<file path="src/rtl/core/dswmp_pkg.sv">
// Shared constants, types and the microcode program of the dice-sum core.
// No dependencies; the files that use it refer to it by scoped names.
package dswmp_pkg;

    localparam int ORDER     = 6;                  // die faces / matrix order, 2..8
    localparam int IDX_W     = 3;                  // row/column index, covers order 8
    localparam int SLOT_W    = 2;                  // slot index width, four matrix slots in the RAM
    localparam int ADDR_W    = SLOT_W + 2 * IDX_W;
    localparam int RAM_DEPTH = 1 << ADDR_W;
    localparam int DATA_W    = 30;
    localparam int EXP_W     = 63;
    localparam int MUL_LAT   = 4;                  // modular multiplier stages
    localparam int TAG_DEPTH = MUL_LAT + 1;        // plus the RAM read stage

    localparam logic [DATA_W-1:0] MODP = 30'd1000000007;
    localparam logic [63:0] BARRETT_M64 = (64'd1 << 60) / 64'd1000000007;
    localparam logic [30:0] BARRETT_M = BARRETT_M64[30:0];

    localparam logic [IDX_W-1:0] IDX_LAST = IDX_W'(ORDER - 1);

    localparam logic [SLOT_W-1:0] SLOT_ACC0  = 2'd0;
    localparam logic [SLOT_W-1:0] SLOT_BASE0 = 2'd1;
    localparam logic [SLOT_W-1:0] SLOT_FREE0 = 2'd2;

    // Microcode steps
    localparam int PC_W = 3;
    localparam logic [PC_W-1:0] PC_IDLE = 3'd0;
    localparam logic [PC_W-1:0] PC_TEST = 3'd1;
    localparam logic [PC_W-1:0] PC_BIT  = 3'd2;
    localparam logic [PC_W-1:0] PC_MUL  = 3'd3;
    localparam logic [PC_W-1:0] PC_SQR  = 3'd4;
    localparam logic [PC_W-1:0] PC_LOOP = 3'd5;
    localparam logic [PC_W-1:0] PC_PEEK = 3'd6;
    localparam logic [PC_W-1:0] PC_EMIT = 3'd7;

    // Jump conditions: jump to target when true, else fall through to pc+1
    typedef enum logic [2:0] {
        COND_NEVER,
        COND_ALWAYS,
        COND_NO_INPUT,
        COND_N_ZERO,
        COND_N_EVEN,
        COND_MAT_BUSY,
        COND_OUT_BUSY
    } cond_t;

    typedef struct packed {
        logic            load;      // input ready, capture exponent
        logic            mat_req;   // run a matrix product
        logic            mat_sq;    // product kind: base*base, else acc*base
        logic            emit;      // load output register
        cond_t           cond;
        logic [PC_W-1:0] target;
    } ucode_t;

    typedef enum logic [1:0] {
        ENG_IDLE,
        ENG_RUN,
        ENG_DRAIN,
        ENG_DONE
    } eng_state_t;

    typedef struct packed {
        logic init;     // reset matrix pointers: acc = identity, base = companion
        logic req;
        logic sq;
    } eng_ctrl_t;

    typedef struct packed {
        logic              done;       // one cycle, product written back
        logic [DATA_W-1:0] peek_data;  // acc[0][0] while the engine is idle
    } eng_stat_t;

    function automatic ucode_t ucode_rom(input logic [PC_W-1:0] pc);
        ucode_t uc;
        uc = '{load: 1'b0, mat_req: 1'b0, mat_sq: 1'b0, emit: 1'b0,
               cond: COND_NEVER, target: PC_IDLE};
        case (pc)
            PC_IDLE: begin
                uc.load   = 1'b1;
                uc.cond   = COND_NO_INPUT;
                uc.target = PC_IDLE;
            end
            PC_TEST: begin
                uc.cond   = COND_N_ZERO;
                uc.target = PC_PEEK;
            end
            PC_BIT: begin
                uc.cond   = COND_N_EVEN;
                uc.target = PC_SQR;
            end
            PC_MUL: begin
                uc.mat_req = 1'b1;
                uc.cond    = COND_MAT_BUSY;
                uc.target  = PC_MUL;
            end
            PC_SQR: begin
                uc.mat_req = 1'b1;
                uc.mat_sq  = 1'b1;
                uc.cond    = COND_MAT_BUSY;
                uc.target  = PC_SQR;
            end
            PC_LOOP: begin
                uc.cond   = COND_ALWAYS;
                uc.target = PC_TEST;
            end
            PC_PEEK: begin
                uc.cond   = COND_NEVER;
                uc.target = PC_PEEK;
            end
            PC_EMIT: begin
                // falls through by wrap-around to PC_IDLE
                uc.emit   = 1'b1;
                uc.cond   = COND_OUT_BUSY;
                uc.target = PC_EMIT;
            end
            default: begin
                uc.cond   = COND_ALWAYS;
                uc.target = PC_IDLE;
            end
        endcase
        return uc;
    endfunction

    // Entry (r,c) of the identity matrix
    function automatic logic ident_one(input logic [IDX_W-1:0] r, input logic [IDX_W-1:0] c);
        return r == c;
    endfunction

    // Entry (r,c) of the companion matrix: top row ones, subdiagonal ones
    function automatic logic comp_one(input logic [IDX_W-1:0] r, input logic [IDX_W-1:0] c);
        return (r == '0) || ({1'b0, r} == ({1'b0, c} + 4'd1));
    endfunction

endpackage

</file>
<file path="src/rtl/core/dswmp_seq.sv">
// Microcoded sequencer: program counter, control ROM, exponent register,
// input handshake and output register. Depends on dswmp_pkg.
module dswmp_seq (
    input  logic                         clk,
    input  logic                         rst_n,
    input  logic                         target_valid,
    output logic                         target_ready,
    input  logic [dswmp_pkg::EXP_W-1:0]  target_sum,
    output logic                         ways_valid,
    input  logic                         ways_ready,
    output logic [dswmp_pkg::DATA_W-1:0] ways_mod_p,
    output dswmp_pkg::eng_ctrl_t         ctrl,
    input  dswmp_pkg::eng_stat_t         stat
);

    logic [dswmp_pkg::PC_W-1:0]   pc_reg, pc_next;
    logic [dswmp_pkg::EXP_W-1:0]  n_reg, n_next;
    logic                         out_valid_reg, out_valid_next;
    logic [dswmp_pkg::DATA_W-1:0] out_data_reg, out_data_next;
    dswmp_pkg::ucode_t            uc;
    logic                         take;
    logic                         in_fire;
    logic                         out_busy;

    assign uc       = dswmp_pkg::ucode_rom(pc_reg);
    assign in_fire  = target_valid & uc.load;
    assign out_busy = out_valid_reg & ~ways_ready;

    always_comb
    begin
        case (uc.cond)
            dswmp_pkg::COND_NEVER:    take = 1'b0;
            dswmp_pkg::COND_ALWAYS:   take = 1'b1;
            dswmp_pkg::COND_NO_INPUT: take = ~target_valid;
            dswmp_pkg::COND_N_ZERO:   take = (n_reg == '0);
            dswmp_pkg::COND_N_EVEN:   take = ~n_reg[0];
            dswmp_pkg::COND_MAT_BUSY: take = ~stat.done;
            dswmp_pkg::COND_OUT_BUSY: take = out_busy;
            default:                  take = 1'b1;
        endcase
    end

    always_comb
    begin
        pc_next        = take ? uc.target : pc_reg + 1'b1;
        n_next         = n_reg;
        out_valid_next = out_valid_reg;
        out_data_next  = out_data_reg;
        if (in_fire)
        begin
            n_next = target_sum;
        end
        else if (uc.mat_sq && stat.done)
        begin
            n_next = n_reg >> 1;
        end
        if (ways_ready)
        begin
            out_valid_next = 1'b0;
        end
        if (uc.emit && !out_busy)
        begin
            out_valid_next = 1'b1;
            out_data_next  = stat.peek_data;
        end
    end

    always_ff @(posedge clk or negedge rst_n)
    begin
        if (!rst_n)
        begin
            pc_reg        <= dswmp_pkg::PC_IDLE;
            out_valid_reg <= 1'b0;
        end
        else
        begin
            pc_reg        <= pc_next;
            out_valid_reg <= out_valid_next;
        end
    end

    always_ff @(posedge clk)
    begin
        n_reg        <= n_next;
        out_data_reg <= out_data_next;
    end

    assign target_ready = uc.load;
    assign ways_valid   = out_valid_reg;
    assign ways_mod_p   = out_data_reg;
    assign ctrl.init    = in_fire;
    assign ctrl.req     = uc.mat_req;
    assign ctrl.sq      = uc.mat_sq;

endmodule

</file>
<file path="config.mk">
export PLATFORM = sky130hd
export DESIGN_NAME = dswmp_seq
export DESIGN_NICKNAME = d
export VERILOG_FILES = /design/src/rtl/core/dswmp_pkg.sv /design/src/rtl/core/dswmp_seq.sv
export SDC_FILE = /design/constraint.sdc
export NUM_CORES = 1
export LEC_CHECK = 0
export BUFFER_PORTS_ARGS = -buffer_cell sky130_fd_sc_hd__buf_2
export CORE_ASPECT_RATIO = 1.2
export CORE_MARGIN = 1.5
export CORE_UTILIZATION = 30
export DETAILED_ROUTE_END_ITERATION = 7
export HOLD_SLACK_MARGIN = 0.03
export PLACE_DENSITY = 0.51
export REMOVE_ABC_BUFFERS = 1
export SYNTH_ARGS = -nofsm -noshare
export SYNTH_HDL_FRONTEND = slang
export SYNTH_SLANG_ARGS = --single-unit
</file>
<file path="constraint.sdc">
create_clock -name clk -period 3.2 [get_ports clk]
set_clock_uncertainty 0.15 [all_clocks]
set_input_delay 0.48 -clock clk [delete_from_list [all_inputs] [get_ports clk]]
set_output_delay 0.48 -clock clk [all_outputs]
set_load 0.005 [all_outputs]
</file>
# Yosys cells after proc, flatten, opt, wreduce, memory -nomap -nowiden

Cells that the tools add are included.
Widths: inputs -> output; s select.

Flip-flop bits (word level): 97
Input bits: 98
Output and inout port bits: 35

Add/sub/neg operators: 1
Equal/unequal tests: 12
Mux-type cells: 11
Bitwise gates (word level): 6
Reduce and logical (&&, ||, !) cells: 9

Operator list:

| cell                | number |
|---|---|
| $mux 63             | 2 |
| $logic_not 63->1    | 1 |
| $pmux 6 s8          | 1 |
| $eq 3x3->1 const B  | 7 |
| $eq 3x2->1 const B  | 4 |
| $logic_not 3->1     | 2 |
| $mux 1              | 6 |
| $pmux 1 s6          | 1 |
| $not 1->1           | 4 |
| $reduce_bool 2->1   | 2 |
| $add 3x1->3 const B | 1 |
| $eq 3x1->1 const B  | 1 |
| $mux 3              | 1 |
| $and 1x1->1         | 2 |
| $logic_and 1x1->1   | 2 |
| $reduce_or 2->1     | 1 |
| $logic_not 1->1     | 1 |

# Depth between registers and ports, before layout

Depth after elaboration: 5
Mapped depth: 9

# Worst setup path after synthesis

No wires, ideal clock.

Kind: reg2reg
Start point: reg pc_reg[0] in the netlist's numbering
End point: reg n_reg[0] in the netlist's numbering, enable pin
Library setup time: 392 ps
Arrival time: 2,267 ps
Data required time: 2,658 ps
Slack: 391 ps
Stages on the path, launching flop included: 8
Path buffers: 2
Clock period less this slack: 2,809 ps
Path through: dfrtp_1 -> inv_1 -> ha_1 -> and2b_2 -> and2_1 -> clkbuf_1 -> buf_2 -> a21o_2

Word-level cells in the longest chain between the ends: 4
Elaborated cells between the ends (all ways): 7
Classes of those cells: eq/ne: 1; mux: 2; bitwise: 1; reduce/logical: 3

Ends and longest elaborated chain:

| item                        | RTL line        | source |
|---|---|---|
| start, declared             | dswmp_seq.sv:16 | `logic [dswmp_pkg::PC_W-1:0] pc_reg, pc_next;` |
| start signal, assigned      | dswmp_seq.sv:72 | `pc_reg <= dswmp_pkg::PC_IDLE;` |
| start signal, assigned      | dswmp_seq.sv:77 | `pc_reg <= pc_next;` |
| $logic_not 3->1             | dswmp_pkg.sv:78 | `case (pc)` |
| $mux 1                      | dswmp_pkg.sv:78 |  |
| net target_ready            | dswmp_seq.sv:7  | `output logic target_ready,` |
| $and 1x1->1                 | dswmp_seq.sv:26 | `assign in_fire = target_valid & uc.load;` |
| net in_fire                 | dswmp_seq.sv:22 | `logic in_fire;` |
| $reduce_bool 2->1 (no line) | --              |  |
| end signal, assigned        | dswmp_seq.sv:84 | `n_reg <= n_next;` |
| end, declared               | dswmp_seq.sv:17 | `logic [dswmp_pkg::EXP_W-1:0] n_reg, n_next;` |

The timed path passes the listed nets, and every way through them passes these cells.
A chain may end at the register's enable or synchronous reset.

==> impl_summary.txt <==
----------------------------------------------------
[Status]
  Status ... finished, final reports clean

[Synth]
  Combined area of all synthesized cells ... about 4000 sq um
  Primary flip-flop cell chosen by synthesis mapping ... sky130_fd_sc_hd__edfxtp_1
  Count of flip-flops with a built-in enable after synthesis ... 93
  Distinct cells, synth ... 32
  Mapped Cells ... between 200 and 250
  Share of synthesized area occupied by flip-flops and latches ... slightly above 70%
  Total of flip-flops plus latches after synthesis ... 97
  Yosys warning total ... 0
  Average footprint of a synthesized cell ... around 18 sq um
  Share of flip-flops with an asynchronous set or reset ... about 4.1%

[Worst setup path]
  Critical path fanouts, max ... 16
  CP Data Arrival Time ... approximately 2 ns
  Startpoint type of the worst setup path ... flop
  Kind of critical path ... flop to output port
  CP Cell Sequence ... inv_1 -> ha_1 -> and2b_2 -> and2_2 -> buf_4 -> buf_2
  Cell with the largest stage delay on the worst path ... sky130_fd_sc_hd__dfrtp_1
  Cells on worst reg2reg path ... 8
  Reg-to-Reg Start ... pc_reg[0]
  Data required time at the worst endpoint ... approximately 2.6 ns
  Endpoint kind of the worst setup timing path ... output port
  Register-to-register setup slack ... ~0.59 ns
  Largest stage delay on the critical path ... roughly 0.44 ns

[Worst hold path]
  End point of the worst hold path ... ways_mod_p[16]
  Hold path depth ... 1
  Path category of the worst min-delay check ... input port to flop
  Hold_sp ... stat[16]

[STA]
  Worst Max-Slew Pin Slew ... ~0.4 ns
  Slew Limit Headroom ... just over 70%
  Achievable frequency ... around 0.37 GHz
  Share of the cycle needed by the critical path after routing ... a little over four fifths
  Final setup margin ... just over 0.5 ns
  Final setup violation count ... 0
  Max-slew violations ... 0
  Fin. Hold Viols ... 0
  Final min period ... around 2.7 ns
  RSZ-0062 raised after global routing ... false
  Final Hold Slack ... 0.1613 ns

[Power and ir drop]
  Switching part of the total power ... roughly 29%
  Power density over the cells ... just over 800 nW/um^2
  Portion of total power attributed to the clock network ... around 25%
  IR drop worst, VDD ... approximately 0.34 mV
  Int Pwr ... 3.142 mW
  Power share of the combinational group ... 27.6%
  Lkg Pwr ... ~2.0 nW
  Power after layout ... 4.397 mW
  Power dissipated by switching net loads ... ~1.3 mW
  Sequential share of power ... about 48%

[CTS]
  Sinks on the clock net ... a little under 100
  Total clock buffers created by CTS ... 9
  Clock-pin slew on the worst setup and hold paths ... about 0.07 ns
  Clock root buffer ... sky130_fd_sc_hd__clkbuf_16
  Insertion delay to the later sink of the worst-skew pair ... between 0.3 and 0.4 ns
  CTS H-tree lvls ... 3
  Worst-case clock buffer depth ... 2
  Clock tree from TritonCTS ... yes
  Count of instances resized after the clock tree is built ... 0

[Place]
  Cell Area, Placed ... ~5000 sq um
  Port Buffers ... around 130
  Cell Count Post-Placement ... 529
  Total half-perimeter wirelength after legalization and detailed placement ... around 6400 um
  Gp weighted congestion ... just under 0.8
  Pre-CTS worst setup slack ... slightly above 0.6 ns

[Route]
  Vias after detailed routing ... 2522
  Detailed Route Iter0 Violations ... between 80 and 90
  Mean number of vias per cell ... about 4.6
  Wirelength, routed ... 8861 um
  First drt pass iteration count ... 4
  Final routed DRC violation total ... 0
  Routed Antenna Nets ... 0
  WL/cell ... approximately 16 um

[Finish]
  Layout Area Growth over Synthesis ... 29.19%
  Layout cell share with drive strength beyond 1 ... 58.99%
  Final Net Count ... 477
  Max FFs per register ... 63
  Final standard cell count with taps included and fillers excluded ... around 550
  Final standard cell area without fillers ... between 5000 and 6000 sq um
  Count of fill cells added during filler insertion ... around 1300

[Global routing]
  Pin count of the biggest net entering global routing ... 64
  Global routing usage summed across all routing layers ... 12.47%
  Grt met2 use ... between 10% and 20%
  Routing usage on met3 ... just under 5%
  Global-route wire length before repair ... roughly 13000 um
  Number of antenna violations at the first check in global routing ... 2
  Met1 usage in global routing ... between 15 and 20%
  Via count of the first global-routing pass ... ~2600
  Busiest grt layer ... met2
  Total congestion overflow ... 0

[Floorplan]
  Io pins ... 133
  Starting Density ... 30.79%
  Overall die area ... approximately 14000 sq um
  Row Count ... 46
  Chip Width ... around 110 um
  Core Area ... around 13000 sq um
  Height of the chip ... 131.0 um

[Flow run]
  Max cap viols ... 0

----------------------------------------------------
## critical path: cells and delay by family, from the launching register on
kind          cells  cell delay [ns]
flops             1             0.44
simple gates      2             0.56
buf+inv           3             0.53
fa+ha+maj         1             0.17
## metal layers
| layer | up-vias | wire length [um] |
|---|---|---|
| met5 | - | 12 |
| met4 | 2 | 124 |
| met3 | 13 | 923 |
| met2 | 120 | 3858 |
| met1 | 1180 | 3942 |
| li1 | 1207 | - |
## metrics by stage
stage,utilization (%),TNS [ns]
after floorplan,-,-37.42
after global placement,37.43,0
after detailed placement,37.43,0
after CTS,39.76,0
after global routing,39.76,0
final,39.78,0
## logic make-up after synthesis
group / Yosys count / share of synthesized area (%)
buffers and inverters: 12 / 1.559
multiplexers: 65 / 17.91
AND/OR/NAND/NOR: 43 / 6.479
adder cells (fa/ha/maj): 6 / 1.834
flip-flops: 97 / 70.66
AO/OA/AOI/OAI: 10 / 1.559
## timing repair
item                      4_1_cts  5_1_grt
setup buffers                   0        0
hold buffers                    1        0
hold endpoints to repair        4        0
## how the worst max path moves through the flow
stage / start / to / slack [ns]
floorplan: pc_reg[0] / n_reg[0] / -0.59
global placement: pc_reg[0] / flop / 0.68
detailed placement: pc_reg[0] / flop / 0.61
CTS: pc_reg[0] / ctrl[2] / 0.48
global route: pc_reg[0] / ctrl[2] / 0.36
finish: pc_reg[0] / ctrl[2] / 0.52
## cell usage in the layout, fill, tap and decap left out, drive strengths merged, types with 2 or more instances in the layout
cell,n
ha,6
mux2,63
nand2b,2
nand2,5
o21ai,4
nor3,3
clkinvlp,2
edfxtp,93
buf,137
dfrtp,4
and2b,2
clkbuf,9
and2,3
a21o,3
or3,2
inv,6
nand4,5
nor4,17
mux2i,2
## cells in the mapped netlist (all sizes together), types with 2 or more instances
master,count,area share [%]
a21o,3,0.61
and2,3,0.46
and2b,2,0.46
buf,8,1.2
dfrtp,4,2.4
edfxtp,93,68
ha,6,1.8
inv,3,0.28
mux2,63,17
mux2i,2,0.49
nand2,5,0.52
nand2b,2,0.31
nand4,5,0.76
nor3,3,0.37
nor4,17,2.6
o21ai,4,0.49
or3,2,0.31
## final cells by class
cell class / instances / area, sq um / area share (%)
flip-flops and latches: 97 / 2893 / 54.70
multi-input cells: 124 / 1139 / 21.53
repair buffers: 138 / 733.2 / 13.86
clock buffers: 9 / 225.2 / 4.258
well taps: 168 / 210.2 / 3.974
clock inverters: 7 / 75.07 / 1.419
inverters: 3 / 11.26 / 0.2129
diodes: 1 / 2.502 / 0.04731
## power groups by stage
| stage | clock network, mW | registers, mW | logic, mW |
|---|---|---|---|
| CTS | 1.13 | 2.10 | 1.23 |
| global placement | 0 | 2.11 | 1.20 |
| global route | 1.18 | 2.14 | 1.35 |
| finish | 1.10 | 2.09 | 1.21 |
| floorplan | 0 | 2.06 | 0.848 |
| detailed placement | 0 | 2.12 | 1.22 |
No activity file was read; power rests on OpenSTA's default activity.
